$ cat config.mk
export PLATFORM = sky130hd
export DESIGN_NAME = crsf_frame_receiver_core
export DESIGN_NICKNAME = d
export VERILOG_FILES = /design/src/rtl/core/crsf_pkg.sv /design/src/rtl/core/crsf_parser.sv /design/src/rtl/core/crsf_frame_receiver_core.sv
export SDC_FILE = /design/constraint.sdc
export NUM_CORES = 1
export LEC_CHECK = 0
export ABC_AREA = 0
export BUFFER_PORTS_ARGS = -buffer_cell sky130_fd_sc_hd__clkbuf_2
export CAP_MARGIN = 20
export CORE_AREA = 2 2 109 111
export CTS_BUF_LIST = sky130_fd_sc_hd__clkbuf_4 sky130_fd_sc_hd__clkbuf_8
export DETAILED_ROUTE_END_ITERATION = 16
export DIE_AREA = 0 0 111 113
export SLEW_MARGIN = 5
export SYNTH_ARGS = -nofsm -noshare
export SYNTH_HDL_FRONTEND = slang
export SYNTH_SLANG_ARGS = --single-unit
$ cat constraint.sdc
create_clock -name clk -period 7.9 [get_ports clk]
set_input_delay 0 -clock clk [delete_from_list [all_inputs] [get_ports clk]]
set_output_delay 0 -clock clk [all_outputs]
set_load 0.005 [all_outputs]
$ cat src/rtl/core/crsf_pkg.sv
// ----------------------------------------------------------------------------
// crsf_pkg
// Shared types, constants and the CRC-8 DVB-S2 byte update for the CRSF
// frame receiver.
// ----------------------------------------------------------------------------
package crsf_pkg;

    // sync bytes that open a frame
    localparam logic [7:0] SYNC_A = 8'hC8;
    localparam logic [7:0] SYNC_B = 8'hEA;
    localparam logic [7:0] SYNC_C = 8'hEE;

    // crc-8 dvb-s2 polynomial and top bit
    localparam logic [7:0] CRC_POLY = 8'hD5;
    localparam logic [7:0] CRC_TOP  = 8'h80;

    // frame length limits
    localparam int         LEN_W       = 7;
    localparam logic [6:0] LEN_CEILING = 7'd64;
    localparam logic [7:0] LEN_MIN     = 8'd2;

    // configuration register reset values
    localparam logic [6:0] MAX_LEN_RESET  = 7'd64;
    localparam logic [7:0] TEL_TYPE_RESET = 8'h08;

    // configuration register indexes
    localparam int         CFG_ADDR_W   = 1;
    localparam logic [0:0] CFG_MAX_LEN  = 1'b0;
    localparam logic [0:0] CFG_TEL_TYPE = 1'b1;

    // configuration write data width (widest register)
    localparam int CFG_DATA_W = 8;

    // result stream width: 18 field bits padded to whole bytes
    localparam int RES_BITS = 18;
    localparam int RES_W    = 24;

    // parser phases, one-hot
    typedef enum logic [2:0] {
        PH_HUNT = 3'b001,
        PH_LEN  = 3'b010,
        PH_DATA = 3'b100
    } phase_t;

    // one completed frame, from the parser to the result register
    typedef struct packed {
        logic             valid;
        logic [7:0]       frame_type;
        logic [LEN_W-1:0] frame_length;
        logic             crc_ok;
        logic             telemetry_seen;
        logic             link_active;
    } result_t;

    // crc-8 dvb-s2 update over one byte, msb first
    function automatic logic [7:0] crc8_update(input logic [7:0] crc,
                                               input logic [7:0] b);
        logic [7:0] v;
        v = crc ^ b;
        for (int k = 0; k < 8; k++)
        begin
            if ((v & CRC_TOP) != 8'h00)
            begin
                v = {v[6:0], 1'b0} ^ CRC_POLY;
            end
            else
            begin
                v = {v[6:0], 1'b0};
            end
        end
        return v;
    endfunction

endpackage

$ cat src/rtl/core/crsf_parser.sv
// ----------------------------------------------------------------------------
// crsf_parser
// Frame parse state and running CRC. Looks at one byte per enabled cycle and
// reports a completed frame combinationally on the byte that ends it.
// ----------------------------------------------------------------------------
module crsf_parser (
    input  logic                    clk,
    input  logic                    rst_n,
    input  logic                    en,
    input  logic [7:0]              rx_byte,
    input  logic [crsf_pkg::LEN_W-1:0] max_frame_length,
    input  logic [7:0]              telemetry_frame_type,
    output crsf_pkg::result_t       res
);
    import crsf_pkg::*;

    phase_t           phase_reg,    phase_next;
    logic [LEN_W-1:0] expected_reg, expected_next;
    logic [LEN_W-1:0] received_reg, received_next;
    logic [7:0]       crc_reg,      crc_next;
    logic [7:0]       type_reg,     type_next;
    logic             link_reg,     link_next;

    logic [LEN_W-1:0] max_len;
    logic             len_ok;
    logic             is_sync;
    logic             crc_ok;
    logic             tel;

    // effective maximum length, clamped to the ceiling
    assign max_len = (max_frame_length > LEN_CEILING) ? LEN_CEILING : max_frame_length;
    assign len_ok  = (rx_byte >= LEN_MIN) && (rx_byte <= {1'b0, max_len});
    assign is_sync = (rx_byte == SYNC_A) || (rx_byte == SYNC_B) || (rx_byte == SYNC_C);
    assign crc_ok  = (crc_reg == rx_byte);
    assign tel     = crc_ok && (type_reg == telemetry_frame_type);

    // next state and frame result
    always_comb
    begin
        phase_next    = phase_reg;
        expected_next = expected_reg;
        received_next = received_reg;
        crc_next      = crc_reg;
        type_next     = type_reg;
        link_next     = link_reg;
        res           = '0;

        case (phase_reg)
            PH_LEN:
            begin
                if (len_ok)
                begin
                    expected_next = rx_byte[LEN_W-1:0];
                    received_next = '0;
                    crc_next      = 8'h00;
                    phase_next    = PH_DATA;
                end
                else
                begin
                    phase_next = PH_HUNT;
                end
            end
            PH_DATA:
            begin
                received_next = received_reg + 1'b1;
                if (received_next == LEN_W'(1))
                begin
                    type_next = rx_byte;
                end
                if (received_next < expected_reg)
                begin
                    crc_next = crc8_update(crc_reg, rx_byte);
                end
                else
                begin
                    // final byte: compare against the running crc
                    link_next          = link_reg | tel;
                    res.valid          = 1'b1;
                    res.frame_type     = type_reg;
                    res.frame_length   = expected_reg;
                    res.crc_ok         = crc_ok;
                    res.telemetry_seen = tel;
                    res.link_active    = link_reg | tel;
                    phase_next         = PH_HUNT;
                end
            end
            default:
            begin
                // hunting, and any phase code that means nothing
                phase_next = is_sync ? PH_LEN : PH_HUNT;
            end
        endcase

        if (!en)
        begin
            res.valid = 1'b0;
        end
    end

    // parse state registers
    always_ff @(posedge clk or negedge rst_n)
    begin
        if (!rst_n)
        begin
            phase_reg    <= PH_HUNT;
            expected_reg <= '0;
            received_reg <= '0;
            crc_reg      <= 8'h00;
            type_reg     <= 8'h00;
            link_reg     <= 1'b0;
        end
        else if (en)
        begin
            phase_reg    <= phase_next;
            expected_reg <= expected_next;
            received_reg <= received_next;
            crc_reg      <= crc_next;
            type_reg     <= type_next;
            link_reg     <= link_next;
        end
    end

endmodule

$ cat src/rtl/core/crsf_frame_receiver_core.sv
// ----------------------------------------------------------------------------
// crsf_frame_receiver_core
// CRSF frame receiver: hunts for sync, checks the length byte, runs CRC-8
// DVB-S2 over type and payload and reports each completed frame.
// ----------------------------------------------------------------------------
//
//  channel   direction  width  contents
//  s_axis    in         8      rx_byte
//  m_axis    out        24     frame_type, frame_length, crc_ok,
//                              telemetry_seen, link_active
//  cfg       in         1+8    max_frame_length (0), telemetry_frame_type (1)
//
//  One byte is taken per cycle while the input side is not held; the final
//  byte of a frame is registered in the input register, parsed, and its result
//  is captured in the result register. The parse step and the unrolled CRC byte
//  update sit between those two registers.
//  A stalled result holds the input side only once the input register is full.
//  Reset returns the parser to hunting and clears the link flag.
//
module crsf_frame_receiver_core (
    input  logic                                clk,
    input  logic                                rst_n,
    // rx_byte [7:0]
    input  logic [7:0]                          s_tdata,
    input  logic                                s_tvalid,
    output logic                                s_tready,
    // frame_type [7:0], frame_length [14:8], crc_ok [15],
    // telemetry_seen [16], link_active [17], zero [23:18]
    output logic [crsf_pkg::RES_W-1:0]          m_tdata,
    output logic                                m_tvalid,
    input  logic                                m_tready,
    input  logic                                cfg_we,
    input  logic [crsf_pkg::CFG_ADDR_W-1:0]     cfg_addr,
    input  logic [crsf_pkg::CFG_DATA_W-1:0]     cfg_wdata
);
    import crsf_pkg::*;

    logic [LEN_W-1:0] max_len_reg;
    logic [7:0]       tel_type_reg;
    logic [7:0]       in_byte_reg;
    logic             in_valid_reg;
    logic [RES_W-1:0] out_data_reg;
    logic             out_valid_reg;
    logic             advance;
    result_t          res;

    // the input stage moves on when the result register can take a request
    assign advance  = in_valid_reg && (!out_valid_reg || m_tready);
    assign s_tready = !in_valid_reg || advance;
    assign m_tdata  = out_data_reg;
    assign m_tvalid = out_valid_reg;

    // configuration registers
    always_ff @(posedge clk or negedge rst_n)
    begin
        if (!rst_n)
        begin
            max_len_reg  <= MAX_LEN_RESET;
            tel_type_reg <= TEL_TYPE_RESET;
        end
        else if (cfg_we)
        begin
            case (cfg_addr)
                CFG_MAX_LEN:  max_len_reg  <= cfg_wdata[LEN_W-1:0];
                CFG_TEL_TYPE: tel_type_reg <= cfg_wdata[7:0];
                default:      ;
            endcase
        end
    end

    // input register
    always_ff @(posedge clk or negedge rst_n)
    begin
        if (!rst_n)
        begin
            in_valid_reg <= 1'b0;
        end
        else if (s_tready)
        begin
            in_valid_reg <= s_tvalid;
        end
    end

    always_ff @(posedge clk)
    begin
        if (s_tready && s_tvalid)
        begin
            in_byte_reg <= s_tdata;
        end
    end

    crsf_parser u_parser (
        .clk                  (clk),
        .rst_n                (rst_n),
        .en                   (advance),
        .rx_byte              (in_byte_reg),
        .max_frame_length     (max_len_reg),
        .telemetry_frame_type (tel_type_reg),
        .res                  (res)
    );

    // result register
    always_ff @(posedge clk or negedge rst_n)
    begin
        if (!rst_n)
        begin
            out_valid_reg <= 1'b0;
        end
        else if (res.valid)
        begin
            out_valid_reg <= 1'b1;
        end
        else if (m_tready)
        begin
            out_valid_reg <= 1'b0;
        end
    end

    always_ff @(posedge clk)
    begin
        if (res.valid)
        begin
            out_data_reg <= {(RES_W - RES_BITS)'(0), res.link_active, res.telemetry_seen,
                             res.crc_ok, res.frame_length, res.frame_type};
        end
    end

endmodule

Word-level counts from Yosys, hierarchy flattened
Index checks and enable logic that the tools add are counted.

storage, ports and cells
  word-level logic and storage cells = 99
  bits of input ports = 22
  output and inout bits = 26
  register bits = 77

cells by class
  reduce and logical (&&, ||, !) cells = 21
  $lt $le $gt $ge = 4
  eq/ne operators = 11
  bitwise operators = 13
  add/sub/neg operators = 1
  multiplexer cells = 37

operators by type and width
  operator             count
  $mux 8               24
  $not 5->5            8
  $mux 19              2
  $eq 8x8->1 const B   3
  $eq 8x8->1           2
  $pmux 8 s2           1
  $mux 7               2
  $pmux 7 s2           1
  $reduce_and 3->1     4
  $ge 8x2->1 const B   1
  $le 8x7->1           1
  $xor 8x8->8          1
  $add 7x1->7 const B  1
  $eq 7x1->1 const B   1
  $gt 7x7->1 const B   1
  $lt 7x7->1           1
  $mux 3               2
  $pmux 3 s2           1
  $reduce_and 2->1     3
  $logic_and 1x1->1    4
  $logic_or 1x1->1     4
  $ne 2x1->1 const B   2
  $reduce_and 4->1     1
  $reduce_bool 2->1    2
  other kinds (9)      14

Longest topological paths before layout
  depth in word-level cells = 33
  mapped depth = 12
  mapped depth without buffers = 11

Modules after synthesis
From an unflattened synthesis, not the netlist that was laid out.

unflattened totals
  cells, all modules = 299
  area total of the unflattened synthesis = 3,875.0 um^2

by module, submodules not included
  module                    area each (um^2)  cells an instance  times used  sequential area each (um^2)
  crsf_parser               2,352.3           225                1           852.1
  crsf_frame_receiver_core  1,522.7           74                 1           1,208.7

Least setup slack after synthesis
No wires, ideal clock.

  path kind = reg-to-reg
  from = register u_parser.received_reg[0]
  to = register out_data_reg[0] (netlist: m_tdata[0]) (enable)
  period minus slack after synthesis = 2.948 ns
  stages on the path, launching flop included = 11
  buffers on the path = 2
  data arrival time = 2.572 ns
  data required time = 7.524 ns
  setup slack = 4.952 ns
  library setup time = 0.376 ns
  path through = dfrtp_1 ha_1 nand3_1 xor2_1 inv_1 ha_1 o2111ai_1 o21ai_1 clkbuf_1 clkbuf_1 and3_1

RTL lines
  what                      RTL line                         RTL
  start: declaration        crsf_parser.sv:19                logic [LEN_W-1:0] received_reg, received_next;
  start signal: assignment  crsf_parser.sv:116               received_reg <= received_next;
  end signal: assignment    crsf_frame_receiver_core.sv:123  out_data_reg <= {(RES_W - RES_BITS)'(0), res.link_active, res.telemetry_seen,
  end: declaration          crsf_frame_receiver_core.sv:42   logic [RES_W-1:0] out_data_reg;

Worst setup path after layout
  from = register u_parser.received_reg[2]
  to = register u_parser.crc_reg[1]

on the way
  word-level cells in the longest chain between the ends = 4

ends and longest elaborated chain
  what                        RTL line            RTL
  $add 7x1->7                 crsf_parser.sv:65   received_next = received_reg + 1'b1;
  $lt 7x7->1                  crsf_parser.sv:70   if (received_next < expected_reg)
  $ne 2x1->1 (no line)        n/a
  $reduce_and 4->1 (no line)  n/a
  end signal: assignment      crsf_parser.sv:117  crc_reg <= crc_next;
  end: declaration            crsf_parser.sv:20   logic [7:0] crc_reg, crc_next;

Every way passes these cells.
A chain may end at the register's enable or synchronous reset.

==> qor.txt <==
status - finished, final reports clean
most frequent cells in the layout - dfrtp_1 (48), clkbuf_2 (41), xnor2_1 (30)
Final Critical Period - 3.17 ns
initial antenna violation count - 0
Post-CTS Setup Bufs - 0
final setup margin - 4.73 ns
core area - 11300 um^2
First-pass DRT Iterations - 4
async set or reset register ratio after synthesis - 0.662
Final Slew Violations - 0
Die W - 111 um
CP Capture Type - register
achievable frequency - 316 MHz
register area share after synthesis - 0.532
Hold Path Cell Cnt - 4
Final ANT Viol Nets - 0
Post-synth EDFFs - 26
Sequential Power Share - 0.515
Clock power frac - 0.346
Worst Skew - 0.0112 ns
Pwr per Cell Area - 190 nW/um^2
unrepaired setup endpoints after global routing - false
layout cells sized above 1 - 0.251
pre-CTS setup slack - 4.74 ns
synthesized instance count - 321
Ports - 48
yosys synthesis warning count - 0
Int Pwr - 647 uW
initial core utilization - 0.343
most common cell after layout, fill and taps aside - dfrtp_1
max reg flops - 18
final WL - 7780 um
Post-Syn Area per Cell - 12.1 um^2
multi-input logic area - 1690 um^2
Netlist cell types - 47
Net Sw Frac - 0.258
full die area - 12500 um^2
largest net degree at the start of global routing - 52
HP Start - m_tready
CTS tree - done
routed length per instance - 14.6 um
Hold Crit Class - primary input to register
Sequential cell area - 2060 um^2
first-pass GRT wire length - 13400 um
worst-path fanout max - 20
DRC viols - 0
Resized cells post-CTS - 0
Skew-Pair Late Insertion Delay - 0.36 ns
mapped cell area - 3870 um^2
kind of critical path - register to register
Via density - 4.76
WL met2 - 3540 um
Via Count - 2536
peak supply drop - 0.0884 mV
nets@finish - 423
total grt overflow - 0
total of max-cap violations - 0
Die Span Y - 113 um
max_slew headroom - 0.495
Worst Reg-to-Reg Cells - 12
Initial DRC Count - 94
clock root buffer - clkbuf_8
row cnt - 39
dominant synthesized flop cell - dfrtp_1
Final setup viols - 0
Max Used Layer - met4
Final TNS setup - 0 ns
register bit total from synthesis - 77
P_sw - 225 uW
Startpoint Class - register
met3 wire length - 446 um
Comb pwr share - 0.139
CTS max path bufs - 2
final hold vios - 0
Worst EP arrival - 3.41 ns
H-tree Lvls - 3
CTS clk-pin slew, worst paths - 0.07 ns
area added between synthesis and finish - 18.8%
CP startpoint - u_parser.received_reg[2]
Fillers - 1083
total global-route track usage - 0.137
Reg-to-Reg Start - u_parser.received_reg[2]
Routed met1 length - 3710 um
P_leak - 2.06 nW
WP data required - 8.14 ns
clock sink count - 77
diode count - 0
Port Buffer Count - 41
post-DP HPWL - 5580 um
Final Wtd Congestion - 0.832
Num CTS Buffers - 9
crit share post-route - 0.401
Worst Tran Pin Value - 0.758 ns
vias in the first global route - 2640
## cells in the mapped netlist, types with 6 or more instances
master | instances | area, um^2
nor3_1 | 6 | 30.0
nand2_1 | 20 | 75.1
a22o_1 | 9 | 78.8
ha_1 | 16 | 200
clkbuf_1 | 7 | 26.3
mux2_2 | 29 | 327
inv_1 | 16 | 60.1
buf_4 | 6 | 45.0
xor2_1 | 8 | 70.1
o21ai_0 | 6 | 30.0
nand3_1 | 9 | 45.0
dfrtp_1 | 48 | 1200
nor2_1 | 9 | 33.8
and3_1 | 18 | 113
xnor2_1 | 30 | 263
edfxtp_1 | 26 | 781
## path summary, 6_finish.rpt
check | endpoint | slack [ns]
max | u_parser.crc_reg[1] | 4.73
min | in_valid_reg | 0.03
max reg2reg | u_parser.crc_reg[1] | 4.73
min reg2reg | u_parser.link_reg | 0.48
max in group asynchronous | tel_type_reg[7] | 7.17
min in group asynchronous | max_len_reg[1] | 0.28
## power groups by stage
stage	clock [mW]	sequential, mW	combinational (mW)
6_report	0.302	0.449	0.121
5_1_grt	0.333	0.452	0.136
4_1_cts	0.310	0.449	0.123
3_5_place_dp	0	0.458	0.115
3_3_place_gp	0	0.457	0.113
2_1_floorplan	0	0.448	0.0925
## cell type report
| cell class | count | area share |
|---|---|---|
| clock inverter | 5 | 0.0131 |
| sequential | 77 | 0.448 |
| tap | 143 | 0.0389 |
| inverter | 16 | 0.0131 |
| multi-input combinational | 219 | 0.368 |
| timing repair buffer | 62 | 0.0887 |
| clock buffer | 11 | 0.0302 |
## stage by stage
step / utilization / hold slack, ns / cell area [um^2] / std cells / power (mW)
floorplan: - / -0.296 / 3890 / 326 / 0.541
global route: 0.408 / 0.0553 / 4600 / 533 / 0.921
CTS: 0.408 / 0.0263 / 4600 / 533 / 0.882
detailed placement: 0.374 / 0.169 / 4220 / 499 / 0.573
global placement: 0.374 / 0.158 / 4220 / 499 / 0.570
finish: 0.408 / 0.0299 / 4600 / 533 / 0.872
## routing by layer
metal / up-vias / track usage
met5: - / 0
met4: 0 / 0.0425
met3: 9 / 0.0439
met2: 64 / 0.211
met1: 1204 / 0.185
li1: 1259 / -
## kinds of logic after synthesis
| kind of cell | after synthesis | share of synthesized area |
|---|---|---|
| muxes | 29 | 0.0844 |
| DFF | 77 | 0.532 |
| other | 1 | 0.000969 |
| and+or+nand+nor | 88 | 0.123 |
| adders and majority gates | 16 | 0.0517 |
| buffers and inverters | 30 | 0.0352 |
| xor gates and xnor gates | 41 | 0.0986 |
| AOI/OAI and AO/OA | 39 | 0.0737 |
## critical path, cell delays in order, from the launching register on
cell and delay (ns):
dfrtp_1 0.44, and3_1 0.23, nand3_1 0.10, xor2_1 0.19, inv_1 0.09, ha_1 0.30
a21o_1 0.18, a21oi_1 0.18, o21ai_1 0.09, buf_4 0.19, and2_1 0.21, or3_1 0.49
a221o_1 0.38
## what timing repair did
action,CTS,global route
endpoints found under the setup margin,0,0
hold buffers,18,0
endpoints found under the hold margin,72,0
(Power assumes the default switching activity.)
